==> src/hdl/dlcs_pkg.sv <==
// ----------------------------------------------------------------------------
// dlcs_pkg
// Shared types and constants of the DHCP lease client sequencer: channel
// widths, event and action codes, configuration layout, queue status.
// ----------------------------------------------------------------------------
`default_nettype none

package dlcs_pkg;

    localparam int ADDR_W     = 32;
    localparam int MAC_W      = 48;
    localparam int TIME_W     = 32;
    localparam int OPT_W      = 4;
    localparam int RETRY_W    = 8;
    localparam int TRIES_W    = 4;
    localparam int CFG_IDX_W  = 8;
    localparam int CFG_DATA_W = 8;

    localparam int S_TDATA_W  = 280;
    localparam int S_TUSER_W  = 2;
    localparam int M_TDATA_W  = 216;
    localparam int M_TUSER_W  = 2;

    // option flag positions in options_present
    localparam int OPT_MASK_BIT   = 0;
    localparam int OPT_ROUTER_BIT = 1;
    localparam int OPT_LEASE_BIT  = 2;
    localparam int OPT_SRVID_BIT  = 3;

    localparam logic [CFG_IDX_W-1:0] CFG_RETRY_INTERVAL  = 8'd0;
    localparam logic [CFG_IDX_W-1:0] CFG_MAX_RENEW_TRIES = 8'd1;

    localparam logic [RETRY_W-1:0] RETRY_INTERVAL_RST  = 8'd5;
    localparam logic [TRIES_W-1:0] MAX_RENEW_TRIES_RST = 4'd3;

    typedef enum logic [1:0] {
        MODE_TICK  = 2'd0,
        MODE_OFFER = 2'd1,
        MODE_ACK   = 2'd2,
        MODE_OTHER = 2'd3
    } mode_t;

    typedef enum logic [1:0] {
        ACT_NONE     = 2'd0,
        ACT_DISCOVER = 2'd1,
        ACT_REQUEST  = 2'd2,
        ACT_RENEW    = 2'd3
    } action_t;

    typedef enum logic [1:0] {
        EV_TICK   = 2'd0,
        EV_OFFER  = 2'd1,
        EV_ACK    = 2'd2,
        EV_IGNORE = 2'd3
    } ev_kind_t;

    typedef struct packed {
        logic [RETRY_W-1:0] retry_interval;
        logic [TRIES_W-1:0] max_renew_tries;
    } cfg_t;

    typedef struct packed {
        ev_kind_t            kind;
        logic [TIME_W-1:0]   now;
        logic [TIME_W-1:0]   lease_alarm;
        logic [TIME_W-1:0]   retry_alarm;
        logic [MAC_W-1:0]    peer_mac;
        logic [ADDR_W-1:0]   server_addr;
        logic [ADDR_W-1:0]   offered_addr;
        logic [ADDR_W-1:0]   netmask;
        logic [ADDR_W-1:0]   gateway;
        logic [ADDR_W-1:0]   server_ident;
        logic [OPT_W-1:0]    opts;
    } event_t;

    typedef struct packed {
        logic can_push;
        logic has_item;
    } q_status_t;

endpackage

`default_nettype wire

==> src/hdl/dlcs_front.sv <==
// ----------------------------------------------------------------------------
// dlcs_front
// Input side: unpacks an item, classifies it by mode and precomputes the
// lease and retry deadlines, then pushes the event into the queue.
// ----------------------------------------------------------------------------
`default_nettype none

module dlcs_front (
    input  wire dlcs_pkg::cfg_t                  cfg,
    input  wire                                  s_axis_tvalid,
    output logic                                 s_axis_tready,
    input  wire [dlcs_pkg::S_TDATA_W-1:0]        s_axis_tdata,
    input  wire [dlcs_pkg::S_TUSER_W-1:0]        s_axis_tuser,
    input  wire dlcs_pkg::q_status_t             q_status,
    output logic                                 push,
    output dlcs_pkg::event_t                     push_data
);

    logic [dlcs_pkg::TIME_W-1:0] now;
    logic [dlcs_pkg::TIME_W-1:0] lease;

    assign now   = s_axis_tdata[31:0];
    assign lease = s_axis_tdata[239:208];

    assign s_axis_tready = q_status.can_push;
    assign push          = s_axis_tvalid && q_status.can_push;

    always_comb begin
        push_data.now          = now;
        push_data.peer_mac     = s_axis_tdata[79:32];
        push_data.server_addr  = s_axis_tdata[111:80];
        push_data.offered_addr = s_axis_tdata[143:112];
        push_data.netmask      = s_axis_tdata[175:144];
        push_data.gateway      = s_axis_tdata[207:176];
        push_data.server_ident = s_axis_tdata[271:240];
        push_data.opts         = s_axis_tdata[275:272];
        // deadlines wrap modulo 2^32
        push_data.lease_alarm  = now + (lease >> 1);
        push_data.retry_alarm  = now + dlcs_pkg::TIME_W'(cfg.retry_interval);
        unique case (dlcs_pkg::mode_t'(s_axis_tuser))
            dlcs_pkg::MODE_TICK:  push_data.kind = dlcs_pkg::EV_TICK;
            dlcs_pkg::MODE_OFFER: push_data.kind = dlcs_pkg::EV_OFFER;
            dlcs_pkg::MODE_ACK:   push_data.kind = dlcs_pkg::EV_ACK;
            default:              push_data.kind = dlcs_pkg::EV_IGNORE;
        endcase
    end

endmodule

`default_nettype wire

==> src/hdl/dlcs_queue.sv <==
// ----------------------------------------------------------------------------
// dlcs_queue
// Short register FIFO between front and back; lets each side stall alone.
// ----------------------------------------------------------------------------
`default_nettype none

module dlcs_queue #(
    parameter int WIDTH = 8,
    parameter int DEPTH = 2
) (
    input  wire                       aclk,
    input  wire                       aresetn,
    input  wire                       push,
    input  wire [WIDTH-1:0]           push_data,
    input  wire                       pop,
    output logic [WIDTH-1:0]          pop_data,
    output dlcs_pkg::q_status_t       status
);

    localparam int PTR_W = $clog2(DEPTH);
    localparam int CNT_W = $clog2(DEPTH + 1);

    logic [WIDTH-1:0] mem_reg [DEPTH];
    logic [PTR_W-1:0] wr_ptr_reg, wr_ptr_next;
    logic [PTR_W-1:0] rd_ptr_reg, rd_ptr_next;
    logic [CNT_W-1:0] count_reg, count_next;

    function automatic logic [PTR_W-1:0] ptr_inc(input logic [PTR_W-1:0] p);
        ptr_inc = (p == PTR_W'(DEPTH - 1)) ? '0 : p + PTR_W'(1);
    endfunction

    assign pop_data        = mem_reg[rd_ptr_reg];
    assign status.can_push = (count_reg != CNT_W'(DEPTH));
    assign status.has_item = (count_reg != '0);

    always_comb begin
        wr_ptr_next = push ? ptr_inc(wr_ptr_reg) : wr_ptr_reg;
        rd_ptr_next = pop  ? ptr_inc(rd_ptr_reg) : rd_ptr_reg;
        count_next  = count_reg;
        if (push && !pop) begin
            count_next = count_reg + CNT_W'(1);
        end else if (pop && !push) begin
            count_next = count_reg - CNT_W'(1);
        end
    end

    always_ff @(posedge aclk) begin
        if (!aresetn) begin
            wr_ptr_reg <= '0;
            rd_ptr_reg <= '0;
            count_reg  <= '0;
        end else begin
            wr_ptr_reg <= wr_ptr_next;
            rd_ptr_reg <= rd_ptr_next;
            count_reg  <= count_next;
        end
        if (push) begin
            mem_reg[wr_ptr_reg] <= push_data;
        end
    end

endmodule

`default_nettype wire

==> src/hdl/dlcs_back.sv <==
// ----------------------------------------------------------------------------
// dlcs_back
// Lease state machine: takes one event a cycle from the queue unless the
// output stalls; updates phase, deadline and lease record; registers the result.
// ----------------------------------------------------------------------------
`default_nettype none

module dlcs_back (
    input  wire                                  aclk,
    input  wire                                  aresetn,
    input  wire dlcs_pkg::cfg_t                  cfg,
    input  wire dlcs_pkg::q_status_t             q_status,
    input  wire dlcs_pkg::event_t                ev,
    output logic                                 pop,
    output logic                                 m_axis_tvalid,
    input  wire                                  m_axis_tready,
    output logic [dlcs_pkg::M_TDATA_W-1:0]       m_axis_tdata,
    output logic [dlcs_pkg::M_TUSER_W-1:0]       m_axis_tuser
);

    typedef enum logic [2:0] {
        PH_INIT       = 3'd0,
        PH_WAIT_OFFER = 3'd1,
        PH_WAIT_ACK   = 3'd2,
        PH_HAVE_LEASE = 3'd3,
        PH_RENEW      = 3'd4
    } phase_t;

    localparam int PAD_W = dlcs_pkg::M_TDATA_W - 1 - 5 * dlcs_pkg::ADDR_W - dlcs_pkg::MAC_W;

    phase_t                          phase_reg, phase_next;
    logic [dlcs_pkg::TIME_W-1:0]     alarm_reg, alarm_next;
    logic [dlcs_pkg::TRIES_W-1:0]    renew_count_reg, renew_count_next;
    logic [dlcs_pkg::MAC_W-1:0]      srv_mac_reg, srv_mac_next;
    logic [dlcs_pkg::ADDR_W-1:0]     srv_addr_reg, srv_addr_next;
    logic [dlcs_pkg::ADDR_W-1:0]     srv_ident_reg, srv_ident_next;
    logic [dlcs_pkg::ADDR_W-1:0]     own_addr_reg, own_addr_next;
    logic [dlcs_pkg::ADDR_W-1:0]     own_mask_reg, own_mask_next;
    logic [dlcs_pkg::ADDR_W-1:0]     own_gateway_reg, own_gateway_next;
    dlcs_pkg::action_t               action;
    logic                            due;

    logic                            m_valid_reg, m_valid_next;
    logic [dlcs_pkg::M_TDATA_W-1:0]  m_data_reg, m_data_next;
    logic [dlcs_pkg::M_TUSER_W-1:0]  m_user_reg, m_user_next;

    // take the next event whenever the output register is free or draining
    assign pop = q_status.has_item && (!m_valid_reg || m_axis_tready);
    assign due = (ev.now >= alarm_reg);

    always_comb begin
        phase_next       = phase_reg;
        alarm_next       = alarm_reg;
        renew_count_next = renew_count_reg;
        srv_mac_next     = srv_mac_reg;
        srv_addr_next    = srv_addr_reg;
        srv_ident_next   = srv_ident_reg;
        own_addr_next    = own_addr_reg;
        own_mask_next    = own_mask_reg;
        own_gateway_next = own_gateway_reg;
        action           = dlcs_pkg::ACT_NONE;

        if (pop) begin
            case (ev.kind)
                dlcs_pkg::EV_TICK: begin
                    unique case (phase_reg)
                        PH_INIT: begin
                            own_addr_next    = '0;
                            own_mask_next    = '0;
                            own_gateway_next = '0;
                            action           = dlcs_pkg::ACT_DISCOVER;
                            phase_next       = PH_WAIT_OFFER;
                        end
                        PH_HAVE_LEASE: begin
                            if (due) begin
                                phase_next       = PH_RENEW;
                                renew_count_next = '0;
                                alarm_next       = ev.now;
                            end
                        end
                        PH_RENEW: begin
                            if (due) begin
                                // retry limit spent: fall back to discover
                                if (renew_count_reg >= cfg.max_renew_tries) begin
                                    phase_next = PH_INIT;
                                end else begin
                                    action           = dlcs_pkg::ACT_RENEW;
                                    renew_count_next = renew_count_reg
                                                     + dlcs_pkg::TRIES_W'(1);
                                end
                                alarm_next = ev.retry_alarm;
                            end
                        end
                        default: ;
                    endcase
                end
                dlcs_pkg::EV_OFFER: begin
                    if (phase_reg == PH_WAIT_OFFER) begin
                        srv_mac_next  = ev.peer_mac;
                        srv_addr_next = ev.server_addr;
                        phase_next    = PH_WAIT_ACK;
                        action        = dlcs_pkg::ACT_REQUEST;
                    end
                end
                dlcs_pkg::EV_ACK: begin
                    if (phase_reg == PH_WAIT_ACK || phase_reg == PH_RENEW) begin
                        own_addr_next = ev.offered_addr;
                        if (ev.opts[dlcs_pkg::OPT_MASK_BIT]) begin
                            own_mask_next = ev.netmask;
                        end
                        if (ev.opts[dlcs_pkg::OPT_ROUTER_BIT]) begin
                            own_gateway_next = ev.gateway;
                        end
                        if (ev.opts[dlcs_pkg::OPT_LEASE_BIT]) begin
                            alarm_next = ev.lease_alarm;
                        end
                        if (ev.opts[dlcs_pkg::OPT_SRVID_BIT]) begin
                            srv_ident_next = ev.server_ident;
                        end
                        phase_next = PH_HAVE_LEASE;
                    end
                end
                default: ;
            endcase
        end

        m_valid_next = pop ? 1'b1 : (m_axis_tready ? 1'b0 : m_valid_reg);
        m_user_next  = pop ? dlcs_pkg::M_TUSER_W'(action) : m_user_reg;
        m_data_next  = pop ? {PAD_W'(0), srv_ident_next, srv_addr_next, srv_mac_next,
                              own_gateway_next, own_mask_next, own_addr_next,
                              phase_next == PH_HAVE_LEASE}
                           : m_data_reg;
    end

    always_ff @(posedge aclk) begin
        if (!aresetn) begin
            phase_reg       <= PH_INIT;
            alarm_reg       <= '0;
            renew_count_reg <= '0;
            srv_mac_reg     <= '0;
            srv_addr_reg    <= '0;
            srv_ident_reg   <= '0;
            own_addr_reg    <= '0;
            own_mask_reg    <= '0;
            own_gateway_reg <= '0;
            m_valid_reg     <= 1'b0;
        end else begin
            phase_reg       <= phase_next;
            alarm_reg       <= alarm_next;
            renew_count_reg <= renew_count_next;
            srv_mac_reg     <= srv_mac_next;
            srv_addr_reg    <= srv_addr_next;
            srv_ident_reg   <= srv_ident_next;
            own_addr_reg    <= own_addr_next;
            own_mask_reg    <= own_mask_next;
            own_gateway_reg <= own_gateway_next;
            m_valid_reg     <= m_valid_next;
        end
        m_data_reg <= m_data_next;
        m_user_reg <= m_user_next;
    end

    assign m_axis_tvalid = m_valid_reg;
    assign m_axis_tdata  = m_data_reg;
    assign m_axis_tuser  = m_user_reg;

endmodule

`default_nettype wire

==> src/hdl/dhcp_lease_client_sequencer.sv <==
// ----------------------------------------------------------------------------
// dhcp_lease_client_sequencer
// DHCP client lease sequencer: ticks and parsed packets in, one result item
// per input item out (action to send plus the current lease record).
//
//   channel   | direction | handshake                | contents
//   s_axis    | in        | s_axis_tvalid/tready     | tick or parsed packet
//   m_axis    | out       | m_axis_tvalid/tready     | action and lease record
//   cfg       | in        | cfg_valid/cfg_ready      | register index and data
//
// One item per cycle sustained while the output is not stalled; the back end's
// state update (one compare and one register load per event) sets that rate. An
// accepted input passes through the queue into the registered result. Reset is
// synchronous and takes effect at once, no clearing pass. A stalled output fills
// the QUEUE_DEPTH-entry queue, and only then is s_axis_tready dropped.
// ----------------------------------------------------------------------------
`default_nettype none

module dhcp_lease_client_sequencer #(
    parameter int QUEUE_DEPTH = 2   // 2 to 16
) (
    input  wire                                  aclk,
    input  wire                                  aresetn,
    input  wire                                  s_axis_tvalid,
    output logic                                 s_axis_tready,
    // now_sec, peer_mac, server_addr, offered_addr, netmask_opt, gateway_opt,
    // lease_opt, server_ident_opt, options_present, zero fill
    input  wire [dlcs_pkg::S_TDATA_W-1:0]        s_axis_tdata,
    // mode
    input  wire [dlcs_pkg::S_TUSER_W-1:0]        s_axis_tuser,
    output logic                                 m_axis_tvalid,
    input  wire                                  m_axis_tready,
    // have_lease, my_addr, my_netmask, my_gateway, lease_server_mac,
    // lease_server_addr, lease_server_ident, zero fill
    output logic [dlcs_pkg::M_TDATA_W-1:0]       m_axis_tdata,
    // action
    output logic [dlcs_pkg::M_TUSER_W-1:0]       m_axis_tuser,
    input  wire                                  cfg_valid,
    output logic                                 cfg_ready,
    input  wire [dlcs_pkg::CFG_IDX_W-1:0]        cfg_index,
    input  wire [dlcs_pkg::CFG_DATA_W-1:0]       cfg_data
);

    dlcs_pkg::cfg_t      cfg_reg;
    dlcs_pkg::q_status_t q_status;
    dlcs_pkg::event_t    push_data;
    dlcs_pkg::event_t    pop_data;
    logic                push;
    logic                pop;

    assign cfg_ready = 1'b1;

    always_ff @(posedge aclk) begin
        if (!aresetn) begin
            cfg_reg.retry_interval  <= dlcs_pkg::RETRY_INTERVAL_RST;
            cfg_reg.max_renew_tries <= dlcs_pkg::MAX_RENEW_TRIES_RST;
        end else if (cfg_valid) begin
            unique case (cfg_index)
                dlcs_pkg::CFG_RETRY_INTERVAL:
                    cfg_reg.retry_interval <= cfg_data[dlcs_pkg::RETRY_W-1:0];
                dlcs_pkg::CFG_MAX_RENEW_TRIES:
                    cfg_reg.max_renew_tries <= cfg_data[dlcs_pkg::TRIES_W-1:0];
                default: ;
            endcase
        end
    end

    dlcs_front u_front (
        .cfg           (cfg_reg),
        .s_axis_tvalid (s_axis_tvalid),
        .s_axis_tready (s_axis_tready),
        .s_axis_tdata  (s_axis_tdata),
        .s_axis_tuser  (s_axis_tuser),
        .q_status      (q_status),
        .push          (push),
        .push_data     (push_data)
    );

    dlcs_queue #(
        .WIDTH ($bits(dlcs_pkg::event_t)),
        .DEPTH (QUEUE_DEPTH)
    ) u_queue (
        .aclk      (aclk),
        .aresetn   (aresetn),
        .push      (push),
        .push_data (push_data),
        .pop       (pop),
        .pop_data  (pop_data),
        .status    (q_status)
    );

    dlcs_back u_back (
        .aclk          (aclk),
        .aresetn       (aresetn),
        .cfg           (cfg_reg),
        .q_status      (q_status),
        .ev            (pop_data),
        .pop           (pop),
        .m_axis_tvalid (m_axis_tvalid),
        .m_axis_tready (m_axis_tready),
        .m_axis_tdata  (m_axis_tdata),
        .m_axis_tuser  (m_axis_tuser)
    );

    // a discover always goes out with the address, mask and gateway cleared
    a_discover_clears: assert property (@(posedge aclk) disable iff (!aresetn)
        (m_axis_tvalid && m_axis_tuser == dlcs_pkg::ACT_DISCOVER)
        |-> (m_axis_tdata[96:0] == '0))
        else $error("discover result with a lease record still set");

    // request and renew are only sent from phases other than have-lease
    a_send_without_lease: assert property (@(posedge aclk) disable iff (!aresetn)
        (m_axis_tvalid && (m_axis_tuser == dlcs_pkg::ACT_REQUEST
                        || m_axis_tuser == dlcs_pkg::ACT_RENEW))
        |-> !m_axis_tdata[0])
        else $error("request or renew flagged as have-lease");

    // an item accepted into an empty queue is there on the next cycle
    a_queue_fill: assert property (@(posedge aclk) disable iff (!aresetn)
        (s_axis_tvalid && s_axis_tready && !q_status.has_item)
        |=> q_status.has_item)
        else $error("accepted item missing from queue");

endmodule

`default_nettype wire

==> config.mk <==
export PLATFORM = sky130hd
export DESIGN_NAME = dhcp_lease_client_sequencer
export DESIGN_NICKNAME = d
export VERILOG_FILES = /design/src/hdl/dlcs_pkg.sv /design/src/hdl/dlcs_front.sv /design/src/hdl/dlcs_queue.sv /design/src/hdl/dlcs_back.sv /design/src/hdl/dhcp_lease_client_sequencer.sv
export SDC_FILE = /design/constraint.sdc
export NUM_CORES = 1
export LEC_CHECK = 0
export BUFFER_PORTS_ARGS = -buffer_cell sky130_fd_sc_hd__buf_2
export CORE_MARGIN = 8
export CORE_UTILIZATION = 30
export DETAILED_ROUTE_END_ITERATION = 8
export PLACE_DENSITY = 0.49
export SETUP_SLACK_MARGIN = 0.1
export SYNTH_ARGS = -nofsm -noshare
export SYNTH_HDL_FRONTEND = slang
export SYNTH_SLANG_ARGS = --single-unit
==> constraint.sdc <==
create_clock -name aclk -period 13.2 [get_ports aclk]
set_input_delay 0 -clock aclk [delete_from_list [all_inputs] [get_ports aclk]]
set_output_delay 0 -clock aclk [all_outputs]
set_load 0.02 [all_outputs]
==> summary.md <==
| Metric | Value |
|---|---|
| Hold-fix buffer count after cts | 513 |
| Pwr/cell area | 186 nW/um2 |
| I/O Buffers | 510 |
| Worst path slowest cell | dfxtp_4 |
| Critical Path Sink Type | flip-flop |
| Row count | 138 |
| Grt total ovfl | 0 |
| Worst slew pin tran | 1140 ps |
| FF+latch count, synth | 1,096 |
| Final setup violating endpoints | 0 |
| Max rail drop VDD | 0.116 mV |
| RR Endpoint | u_back.alarm_reg[24] |
| Detailed Place HPWL | 71.5 mm |
| CTS Root Buffer Type | clkbuf_16 |
| Largest register FFs | 620 |
| EDFF count, synth | 831 |
| Setup TNS | 0 ps |
| H-Tree Depth | 3 |
| Pre-CTS setup slack | 7330 ps |
| Fin. Hold Viols | 0 |
| Die width | 392 um |
| Crit path cell chain | buf_4, buf_4, mux2_2, ha_1, a21o_1, a21o_1, a21oi_1, o211ai_1, a21o_1, a21oi_1, o31a_2, buf_4, o211ai_1, o31ai_1 |
| Layout cell share with drive strength beyond 1 | 19.4% |
| FFs w/ async S/R, synth | 0% |
| Slowest stage delay, CP | 830 ps |
| RSZ-0062 raised after global routing | no |
| Pwr Total | 10.5 mW |
| Most common cell after layout, fill and taps aside | edfxtp_1 |
| First-pass GRT wire length | 168 mm |
| DR iter-0 viols | 1,198 |
| Final Max Tran Viols | 0 |
| Clk_skew | 29.4 ps |
| Buffers and inverters on the worst path | 3 |
| HP Start | s_axis_tdata[45] |
| GRT Total Usage | 14.2% |
| Crit share post-route | 43.2% |
| Antenna Violating Nets Remaining | 0 |
| Min Tclk post-route | 5710 ps |
| WL/cell | 18.7 um |
| CP max FO | 64 |
| Die Y | 392 um |
| Crit path required time | 13,830 ps |
| Post-Place Cells | 5,301 |
| Setup bufs post-CTS | 0 |
| Initial Util | 30.1% |
| Most frequent cells in the layout | edfxtp_1 (831), dlygate4sd3_1 (513), buf_2 (509) |
| Drt first pass iters | 5 |
| WP data arrival | 6340 ps |
| Reg2reg path depth | 14 |
| Status | finished, final reports clean |
| Die area | 154,000 um2 |
| YS warnings | 0 |
| Core footprint | 141,000 um2 |
| WHS Endpoint | u_queue.mem_reg[0][177] |
| Vias | 26,952 |
| IO Pins | 524 |
| Reg2Reg Setup Slack | 7490 ps |
| Crit path launch type | flip-flop |
| Vias in the first global route | 27,343 |
| Lkg Pwr | 20.8 nW |
| DRT Wirelength | 113 mm |
| Max-cap violation count | 0 |
| Final worst setup slack | 7490 ps |
| Hold-critical path depth | 2 |
| Synth-to-Final Area Change | 32.6% |
| CTS resizes | 0 |
| Gpl congestion | 0.772 |
| Largest net degree at the start of global routing | 130 |
| Crit path max-delay family | compound AO/OA/AOI/OAI gates |
| Vias/cell | 4.46 |
| WS Path Type | flip-flop to flip-flop |
| TritonCTS clock tree | yes |
| Main synth FF type | edfxtp_1 |
| Fin nets | 4,426 |
| Mapped Cells | 3,011 |
| Bufs on Longest Clock Path | 3 |
| Worst rel slew slack | 24.0% |
| Clock latency on the worst-skew pair | 740 ps |
| Post-synthesis sequential area ratio | 71.3% |
| Worst hold path type | input pin to flip-flop |
| # DRC | 0 |
| Synth Cell Area | 42,500 um2 |
| Antenna violations before repair | 13 |
| Sink Count | 1,096 |
| Fmax | 175 MHz |
| CTS buffer count | 118 |
| Clock Pin Slew Worst Setup and Hold Paths | 60 ps |
| Yosys cell types | 67 |
| Layout Cells excl Fill | 6,049 |
| Synth Area per Inst | 14.1 um2 |
[stage by stage]
step / hold slack [ps] / utilization, % / cell area [um2]
after floorplan: 98.9 / - / 42500
after global placement: 189 / 33.4 / 47100
after detailed placement: 191 / 33.4 / 47100
after CTS: 1.30 / 39.9 / 56300
after global routing: 24.9 / 39.9 / 56300
final: 79.0 / 39.9 / 56300
[worst reg2reg max path, cell delays in order (launching register included)]
cell,delay (ps)
dfxtp_4,830
buf_4,580
buf_4,720
mux2_2,480
ha_1,300
a21o_1,160
a21o_1,170
a21oi_1,260
o211ai_1,140
a21o_1,180
a21oi_1,630
o31a_2,240
buf_4,520
o211ai_1,300
o31ai_1,120
[synthesized netlist by cell type (20+ instances only)]
cell type  instances  share of area, %
xnor2_1           38              0.78
mux2i_1          261               6.2
inv_1             66              0.58
nand2_1          253               2.2
o31ai_1           32              0.57
ha_1              77               2.3
a21o_1            30              0.53
clkbuf_1          88              0.78
o211ai_1          68               1.2
and2_1           212               3.1
nand3_1           20              0.24
mux2_2            56               1.5
a21oi_1          159               1.9
o21ai_0          158               1.9
dfxtp_1          265                12
nor2_1           182               1.6
edfxtp_1         831                59
buf_2             42              0.50
[routing by layer]
| metal | wire length (um) | vias to the layer above | GRT usage (%) |
|---|---|---|---|
| met5 | 11 | - | 0 |
| met2 | 56400 | 517 | 24.8 |
| met1 | 48800 | 13212 | 17.7 |
| met4 | 3220 | 2 | 4.89 |
| li1 | - | 13067 | - |
| met3 | 4960 | 154 | 2.49 |
[logic make-up after synthesis]
group | count (synthesis) | share of synthesized area [%]
and+or+nand+nor | 736 | 8.24
AOI/OAI and AO/OA | 506 | 7.17
adders and majority gates | 79 | 2.36
buffers and inverters | 218 | 2.13
xor gates and xnor gates | 57 | 1.18
other | 2 | 0.0177
muxes | 317 | 7.64
DFF | 1096 | 71.3
[worst max path at each step]
stage / from / to / slack (ps) / cells past startpoint
finish: flip-flop / u_back.alarm_reg[24] / 7490 / 14
detailed placement: flip-flop / u_back.alarm_reg[0] / 7330 / 14
global route: flip-flop / u_back.alarm_reg[24] / 7160 / 14
global placement: flip-flop / u_back.alarm_reg[0] / 7360 / 14
floorplan: u_queue.count_reg[0] / u_queue.mem_reg[0][0] / 3830 / 3
CTS: flip-flop / u_back.alarm_reg[0] / 7320 / 14
[power by group]
| part | switching, mW | internal, mW | total, mW |
|---|---|---|---|
| registers | 0.181 | 4.49 | 4.67 |
| logic | 1.63 | 0.781 | 2.41 |
| clock network | 1.38 | 2.03 | 3.40 |
[layout make-up]
class / instances / area [um2]
diodes: 10 / 25.0
clock buffers: 167 / 3280
clock inverters: 58 / 778
fillers: 13377 / 84700
inverters: 68 / 263
multi-input cells: 1703 / 11400
flip-flops and latches: 1096 / 30300
well taps: 1890 / 2360
repair buffers: 1057 / 7990
Power figures use the tool's default switching activity.
